--- config.mk ---
export PLATFORM = sky130hd
export DESIGN_NAME = serial_fifo_xon_xoff_flow_control
export DESIGN_NICKNAME = d
export VERILOG_FILES = /design/src/hdl/sfxf_pkg.sv /design/src/hdl/sfxf_ram.sv /design/src/hdl/serial_fifo_xon_xoff_flow_control.sv
export SDC_FILE = /design/constraint.sdc
export NUM_CORES = 2
export LEC_CHECK = 0
export ABC_AREA = 1
export BUFFER_PORTS_ARGS = -buffer_cell sky130_fd_sc_hd__buf_2
export CORE_UTILIZATION = 40
export CTS_BUF_LIST = sky130_fd_sc_hd__clkbuf_4
export DETAILED_ROUTE_END_ITERATION = 16
export PLACE_DENSITY = 0.63
export SETUP_SLACK_MARGIN = 0.5
export SYNTH_ARGS = -nofsm -noshare
export SYNTH_HDL_FRONTEND = slang
export SYNTH_SLANG_ARGS = --single-unit
export TNS_END_PERCENT = 5
--- constraint.sdc ---
create_clock -name clk -period 12.4 [get_ports clk]
set_input_delay 2.48 -clock clk [delete_from_list [all_inputs] [get_ports clk]]
set_output_delay 2.48 -clock clk [all_outputs]
set_load 0.02 [all_outputs]
--- src/hdl/sfxf_pkg.sv ---
// Package with shared types, codes and sizes for the serial FIFO with XON/XOFF flow control.
package sfxf_pkg;

  localparam int RX_DEPTH = 128;
  localparam int TX_DEPTH = 32;
  localparam int RX_PTR_W = $clog2(RX_DEPTH);
  localparam int TX_PTR_W = $clog2(TX_DEPTH);

  localparam logic [7:0] FLOW_XON  = 8'd17;
  localparam logic [7:0] FLOW_XOFF = 8'd19;

  localparam logic [1:0] STAT_OK    = 2'd0;
  localparam logic [1:0] STAT_EMPTY = 2'd1;
  localparam logic [1:0] STAT_FULL  = 2'd2;

  localparam logic [1:0] CFG_FLOW_ENABLE  = 2'd0;
  localparam logic [1:0] CFG_RX_HIGH_MARK = 2'd1;
  localparam logic [1:0] CFG_RX_LOW_MARK  = 2'd2;

  typedef enum logic [2:0] {
    ACT_LINE_IN  = 3'd0,
    ACT_HOST_RD  = 3'd1,
    ACT_HOST_WR  = 3'd2,
    ACT_TX_SLOT  = 3'd3,
    ACT_FLUSH_RX = 3'd4
  } action_t;

  typedef enum logic {
    ST_IDLE,
    ST_READ
  } state_t;

  typedef struct packed {
    logic [2:0] action;
    logic [7:0] data;
    logic       keep;
  } in_item_t;

  typedef struct packed {
    logic [1:0] status;
    logic [7:0] read_data;
    logic [7:0] line_data;
    logic       line_valid;
    logic [6:0] rx_fill;
    logic [4:0] tx_fill;
    logic [7:0] dropped_total;
    logic [6:0] peak_fill;
  } out_item_t;

endpackage

--- src/hdl/sfxf_ram.sv ---
// Generic single-port-write, registered-read RAM used for the ring FIFO storage.
module sfxf_ram #(
  parameter int DEPTH = 32,
  parameter int WIDTH = 8,
  parameter int ADDR_W = $clog2(DEPTH)
) (
  input  logic              clk,
  input  logic              we,
  input  logic [ADDR_W-1:0] waddr,
  input  logic [WIDTH-1:0]  wdata,
  input  logic              re,
  input  logic [ADDR_W-1:0] raddr,
  output logic [WIDTH-1:0]  rdata
);

  logic [WIDTH-1:0] mem [DEPTH];

  always_ff @(posedge clk) begin
    if (we) begin
      mem[waddr] <= wdata;
    end
    if (re) begin
      rdata <= mem[raddr];
    end
  end

endmodule

--- src/hdl/serial_fifo_xon_xoff_flow_control.sv ---
// Top level of the serial byte buffer: receive and transmit ring FIFOs with XON/XOFF control.
//
//   Channel  | Direction | Handshake                  | Payload
//   ---------+-----------+----------------------------+-------------------------------
//   in       | input     | in_valid / in_ready        | in_data  (action, data, keep)
//   out      | output    | out_valid / out_ready      | out_data (status, bytes, fills)
//   cfg      | input     | cfg_we (no wait)           | cfg_index, cfg_data
//
// Line byte in, host write, flush, a refused or empty action and a flow character on a
// transmit slot form their result at the transfer, and that result is registered.
// A host read of a byte, or a transmit slot that sends a buffered byte, waits for the
// registered read of the FIFO memory and is loaded from the read data in the read state;
// no new item is taken in that state. A new item is taken only when the output register is
// empty or its result transfers in the same cycle, so a stalled result holds off the input.
// Reset clears pointers, flow state, counters, config and out_valid; memories are not cleared.
module serial_fifo_xon_xoff_flow_control
  import sfxf_pkg::*;
(
  input  logic      clk,
  input  logic      rst,
  input  logic      in_valid,
  output logic      in_ready,
  input  in_item_t  in_data,
  output logic      out_valid,
  input  logic      out_ready,
  output out_item_t out_data,
  input  logic      cfg_we,
  input  logic [1:0] cfg_index,
  input  logic [6:0] cfg_data
);

  // Configuration registers.
  logic       flow_enable;
  logic [6:0] rx_high_mark;
  logic [6:0] rx_low_mark;

  // Pointer and flow state. The rings hold at most depth-1 bytes, so the fill is the
  // pointer difference taken modulo the depth, which is the natural wrap of the width.
  state_t              state, state_next;
  logic [RX_PTR_W-1:0] rx_head, rx_head_next;
  logic [RX_PTR_W-1:0] rx_tail, rx_tail_next;
  logic [TX_PTR_W-1:0] tx_head, tx_head_next;
  logic [TX_PTR_W-1:0] tx_tail, tx_tail_next;
  logic                flow_is_xoff, flow_is_xoff_next;
  logic                flow_sent, flow_sent_next;
  logic [7:0]          drop_counter, drop_counter_next;
  logic [6:0]          peak_level, peak_level_next;

  // Result of an item whose byte still comes from a memory read.
  out_item_t pend, pend_next;
  logic      pend_rx, pend_rx_next;
  logic      pend_rx_state;
  out_item_t read_result;

  out_item_t result;
  logic      accept;
  logic      load_direct;
  logic      needs_read;

  logic                rx_we, rx_re, tx_we, tx_re;
  logic [7:0]          rx_rdata, tx_rdata;
  logic [RX_PTR_W-1:0] rx_head_inc, rx_tail_inc, rx_fill_new;
  logic [TX_PTR_W-1:0] tx_head_inc, tx_tail_inc;

  assign in_ready = (state == ST_IDLE) && (!out_valid || out_ready);
  assign accept   = in_valid && in_ready;

  assign rx_head_inc = rx_head + 1'b1;
  assign rx_tail_inc = rx_tail + 1'b1;
  assign tx_head_inc = tx_head + 1'b1;
  assign tx_tail_inc = tx_tail + 1'b1;

  sfxf_ram #(.DEPTH(RX_DEPTH), .WIDTH(8)) u_rx_ram (
    .clk   (clk),
    .we    (rx_we),
    .waddr (rx_head),
    .wdata (in_data.data),
    .re    (rx_re),
    .raddr (rx_tail),
    .rdata (rx_rdata)
  );

  sfxf_ram #(.DEPTH(TX_DEPTH), .WIDTH(8)) u_tx_ram (
    .clk   (clk),
    .we    (tx_we),
    .waddr (tx_head),
    .wdata (in_data.data),
    .re    (tx_re),
    .raddr (tx_tail),
    .rdata (tx_rdata)
  );

  // Next state of the pointers and flow control, and the result of the accepted item.
  // Reads and writes of the memories only happen at a transfer, and the state that
  // waits for read data takes no item, so the same entry is never written and read
  // in overlapping cycles.
  always_comb begin
    state_next        = state;
    rx_head_next      = rx_head;
    rx_tail_next      = rx_tail;
    tx_head_next      = tx_head;
    tx_tail_next      = tx_tail;
    flow_is_xoff_next = flow_is_xoff;
    flow_sent_next    = flow_sent;
    drop_counter_next = drop_counter;
    peak_level_next   = peak_level;
    rx_we             = 1'b0;
    rx_re             = 1'b0;
    tx_we             = 1'b0;
    tx_re             = 1'b0;
    needs_read        = 1'b0;
    pend_rx           = 1'b0;
    rx_fill_new       = '0;
    result            = '0;

    if (accept) begin
      case (action_t'(in_data.action))
        ACT_LINE_IN: begin
          if (rx_head_inc != rx_tail) begin
            rx_we        = 1'b1;
            rx_head_next = rx_head_inc;
          end else begin
            result.status = STAT_FULL;
            if (drop_counter == 8'hFF) begin
              drop_counter_next = 8'd1;
            end else begin
              drop_counter_next = drop_counter + 8'd1;
            end
          end
          rx_fill_new = rx_head_next - rx_tail;
          if (7'(rx_fill_new) > peak_level) begin
            peak_level_next = 7'(rx_fill_new);
          end
          if (flow_enable && !flow_is_xoff && (7'(rx_fill_new) >= rx_high_mark)) begin
            flow_is_xoff_next = 1'b1;
            flow_sent_next    = 1'b0;
          end
        end
        ACT_HOST_RD: begin
          if (rx_head == rx_tail) begin
            result.status = STAT_EMPTY;
          end else begin
            rx_re      = 1'b1;
            needs_read = 1'b1;
            pend_rx    = 1'b1;
            if (!in_data.keep) begin
              rx_tail_next = rx_tail_inc;
              rx_fill_new  = rx_head - rx_tail_inc;
              if (flow_enable && flow_is_xoff && (7'(rx_fill_new) < rx_low_mark)) begin
                flow_is_xoff_next = 1'b0;
                flow_sent_next    = 1'b0;
              end
            end
          end
        end
        ACT_HOST_WR: begin
          if (tx_head_inc == tx_tail) begin
            result.status = STAT_FULL;
          end else begin
            tx_we        = 1'b1;
            tx_head_next = tx_head_inc;
          end
        end
        ACT_TX_SLOT: begin
          if (!flow_sent) begin
            result.line_data  = flow_is_xoff ? FLOW_XOFF : FLOW_XON;
            result.line_valid = 1'b1;
            flow_sent_next    = 1'b1;
          end else if (tx_head != tx_tail) begin
            tx_re             = 1'b1;
            needs_read        = 1'b1;
            result.line_valid = 1'b1;
            tx_tail_next      = tx_tail_inc;
          end
        end
        ACT_FLUSH_RX: begin
          rx_head_next = rx_tail;
          if (flow_enable && flow_is_xoff) begin
            flow_is_xoff_next = 1'b0;
            flow_sent_next    = 1'b0;
          end
        end
        default: begin
        end
      endcase
      if (needs_read) begin
        state_next = ST_READ;
      end
    end else if (state == ST_READ) begin
      state_next = ST_IDLE;
    end

    result.rx_fill       = 7'(RX_PTR_W'(rx_head_next - rx_tail_next));
    result.tx_fill       = 5'(TX_PTR_W'(tx_head_next - tx_tail_next));
    result.dropped_total = drop_counter_next;
    result.peak_fill     = peak_level_next;
  end

  assign load_direct  = accept && !needs_read;
  assign pend_next    = needs_read ? result : pend;
  assign pend_rx_next = needs_read ? pend_rx : 1'b0;

  always_ff @(posedge clk) begin
    if (rst) begin
      flow_enable  <= 1'b1;
      rx_high_mark <= 7'd16;
      rx_low_mark  <= 7'd12;
    end else if (cfg_we) begin
      case (cfg_index)
        CFG_FLOW_ENABLE:  flow_enable  <= cfg_data[0];
        CFG_RX_HIGH_MARK: rx_high_mark <= cfg_data;
        CFG_RX_LOW_MARK:  rx_low_mark  <= cfg_data;
        default: begin
        end
      endcase
    end
  end

  always_ff @(posedge clk) begin
    if (rst) begin
      state        <= ST_IDLE;
      rx_head      <= '0;
      rx_tail      <= '0;
      tx_head      <= '0;
      tx_tail      <= '0;
      flow_is_xoff <= 1'b0;
      flow_sent    <= 1'b1;
      drop_counter <= '0;
      peak_level   <= '0;
    end else begin
      state        <= state_next;
      rx_head      <= rx_head_next;
      rx_tail      <= rx_tail_next;
      tx_head      <= tx_head_next;
      tx_tail      <= tx_tail_next;
      flow_is_xoff <= flow_is_xoff_next;
      flow_sent    <= flow_sent_next;
      drop_counter <= drop_counter_next;
      peak_level   <= peak_level_next;
    end
  end

  // The pending result is registered alongside the memory read and waits for its byte.
  always_ff @(posedge clk) begin
    pend          <= pend_next;
    pend_rx_state <= pend_rx_next;
  end

  // The byte from the memory goes into the read field or the line field of the result.
  always_comb begin
    read_result = pend;
    if (pend_rx_state) begin
      read_result.read_data = rx_rdata;
    end else begin
      read_result.line_data = tx_rdata;
    end
  end

  // Output register: loaded at a transfer that needs no memory read, or when read data returns.
  always_ff @(posedge clk) begin
    if (rst) begin
      out_valid <= 1'b0;
    end else if (load_direct || (state == ST_READ)) begin
      out_valid <= 1'b1;
    end else if (out_ready) begin
      out_valid <= 1'b0;
    end
  end

  always_ff @(posedge clk) begin
    if (load_direct) begin
      out_data <= result;
    end else if (state == ST_READ) begin
      out_data <= read_result;
    end
  end

endmodule

==> results.cfg <==
[status]
outcome = finished clean

[power_and_ir_drop]
vdd_drop_max_mv = 0.0991
p_leak_nw = 22.3
powerDensity_mw_per_mm2 = 149

[floorplanning]
die_y_um = 384
pin_count = 74
core_mm2 = 0.144
die_area_mm2 = 0.148
rows = 139
die_w_um = 384
initial_utilization = 0.405

[setup_path]
worstSetupStartpointType = flip-flop
endpoint_kind = flip-flop
rr_worst_depth = 31
path_max_fanout = 61
cp_num_cells = 31
slowest_delay_ns = 0.79
slowest_stage = dfxtp_4
path_class = reg2reg
cp.arrival_ns = 7.02
critPathBufInv = 6
crit_family = compound AO/OA/AOI/OAI gates
cpMostUsedCell = nand2_1
cp.required_ns = 13.36
rrSetupSlack_ns = 6.35
r2r_start = rx_tail[0]
crit_start = rx_tail[0]

[synthesis]
ys_ff_latch = 1433
synthTopCellsByArea = edfxtp_1, o21ai_0, nor2_1
syn_inst = 4745
yosys.cell_types.count = 49
syn_nets = 4825
synth-main-ff-cell = edfxtp_1
ys_seq_area_frac = 0.724
async_flop_share = 0
syn_area_mm2 = 0.0585
ys_top_cells_by_count = edfxtp_1, nor2_1, o21ai_0, nand2_1, o22ai_1
syn_area_per_cell_um2 = 12.3
synth_edf_count = 1366
synth_top_area_share = 0.701
yosys_warnings = 0
synth_top_cell_by_area = edfxtp_1
yosysMostFrequentCell = edfxtp_1

[timing]
hold_violations = 0
tns_ns = 0
max_freq_ghz = 0.165
rsz0062_at_grt = no
slew_headroom = 0.254
final.setup_skew_ns = 0.142
worst_pin_slew_ns = 1.12
worst_slack_ns = 6.35
final.period_utilization = 0.488
setup_viol = 0
fin_crit_ns = 6.05
drv_slew = 0

[global_route]
grt_max_degree = 205
grt_overflow_total = 0
antenna_found_initial = 2
grt_use_total = 0.210
grt_pass1_wl_mm = 235
grt_pass1_vias = 38400

[clocking]
clock_latency_ns = 1.29
cts.clk_slew.worst_paths_ns = 0.07
cts.sinks = 1433
clk_path_buf_depth = 4
numCtsBuffers = 375
cts_hold_buf = 0
postCtsSetupRepairBufs = 0
cts_tree = yes
cts_root_buf = clkbuf_4
htreeDepth = 5
cts_resized = 0

[final_layout]
area_growth_pct = 11.0
final_layout_size_suffix_gt1_frac = 0.138
fillCellCount = 13000
final_nets = 5012

[drt]
wire_per_inst_um = 22.2
drt_iter0_drc = 4496
ant_nets = 0
num_vias = 39700
drt_wl_total_mm = 157
drc = 0
drtPass1Iterations = 6
via_per_inst = 5.60

[placed_design]
dpl.hpwl_mm = 91.1
io_buffers = 73
pre_cts_ws_ns = 6.25
gp_congestion = 0.906

[worst_hold_path]
min_path_cells = 2
min_path_type = reg2reg
worst_hold_startpoint = pend[2]

[flow_run]
drv_cap = 0
-- logic make-up after synthesis --
logic type,Yosys count,synth area share
buffers and inverters,478,0.0321
xor gates and xnor gates,37,0.00580
and+or+nand+nor,1442,0.0983
DFF,1433,0.724
AOI/OAI and AO/OA,1301,0.127
adders and majority gates,54,0.0121
-- layer usage --
layer  routed length, um  share of wire  up-vias  global-route usage
li1                    -              -    18000                   -
met1               65300           0.42    19400               0.287
met2               73700           0.47     1986               0.330
met3               14600          0.093      268              0.0464
met4                3830          0.024        0              0.0701
met5                   0              0        -                   0
-- path summary, 6_finish.rpt --
kind	endpoint
hold / removal	out_data[2]
hold reg to reg	out_data[2]
setup / recovery	out_data[0]
setup reg to reg	out_data[0]
-- cell type report --
type / count / area (um^2) / area share
diodes: 1 / 2.50 / 0.0000386
clock buffers: 539 / 4050 / 0.0623
clock inverters: 99 / 415 / 0.00640
inverters: 172 / 667 / 0.0103
multi-input cells: 2834 / 14300 / 0.220
flip-flops and latches: 1433 / 42400 / 0.653
well taps: 1903 / 2380 / 0.0367
repair buffers: 116 / 751 / 0.0116
-- layout by cell type, fill, tap and decap left out, types with 10 or more instances in the layout --
cell type  count
a21o_1        19
a21oi_1       97
a22oi_1       11
buf_2         65
buf_4         42
clkbuf_4     539
clkinv_1      81
clkinv_2      15
dfxtp_1       61
edfxtp_1    1366
ha_1          50
inv_1        157
inv_2         12
nand2_1      351
nand3_1      123
nand4_1       10
nor2_1       918
o211ai_1      20
o21ai_0      729
o21ai_1       10
o221ai_1      99
o22ai_1      285
xnor2_1       14
xor2_1        22
-- worst reg2reg max path, delay by kind of cell, from the launching register on --
| family | cells | cell delay [ns] |
|---|---|---|
| AOI/OAI and AO/OA | 8 | 1.46 |
| xor gates and xnor gates | 1 | 0.26 |
| adders and majority gates | 4 | 1.43 |
| buffers and inverters | 6 | 0.65 |
| DFF | 1 | 0.79 |
| and+or+nand+nor | 12 | 1.16 |
-- registers in the layout, summed over array words and instances, names as in the netlist --
register        flops
rx_head             7
rx_low_mark         7
tx_head             5
rx_high_mark        7
out_data           46
tx_tail             5
u_rx_ram.rdata      8
pend_rx_state       1
u_tx_ram.rdata      8
u_tx_ram.mem      256
flow_is_xoff        1
peak_level          7
out_valid           1
pend               32
state               1
flow_enable         1
u_rx_ram.mem     1024
flow_sent           1
drop_counter        8
rx_tail             7
-- stage by stage --
step,hold slack [ns],total power [mW],utilization,cells,area [um^2]
2_1_floorplan,0.435,5.67,-,4745,58500
3_3_place_gp,0.443,5.85,0.419,6458,60400
3_5_place_dp,0.453,5.86,0.419,6458,60400
4_1_cts,0.466,9.71,0.450,7096,64900
5_1_grt,0.510,10.0,0.450,7097,64900
6_report,0.465,9.65,0.450,7097,64900
-- where the power goes --
| group | internal (mW) | leakage [nW] | switching, mW |
|---|---|---|---|
| sequential | 5.32 | 12.9 | 0.0159 |
| clock | 2.00 | 2.69 | 1.89 |
| combinational | 0.107 | 6.72 | 0.310 |
| total | 7.44 | 22.3 | 2.21 |
(Power assumes the default switching activity.)
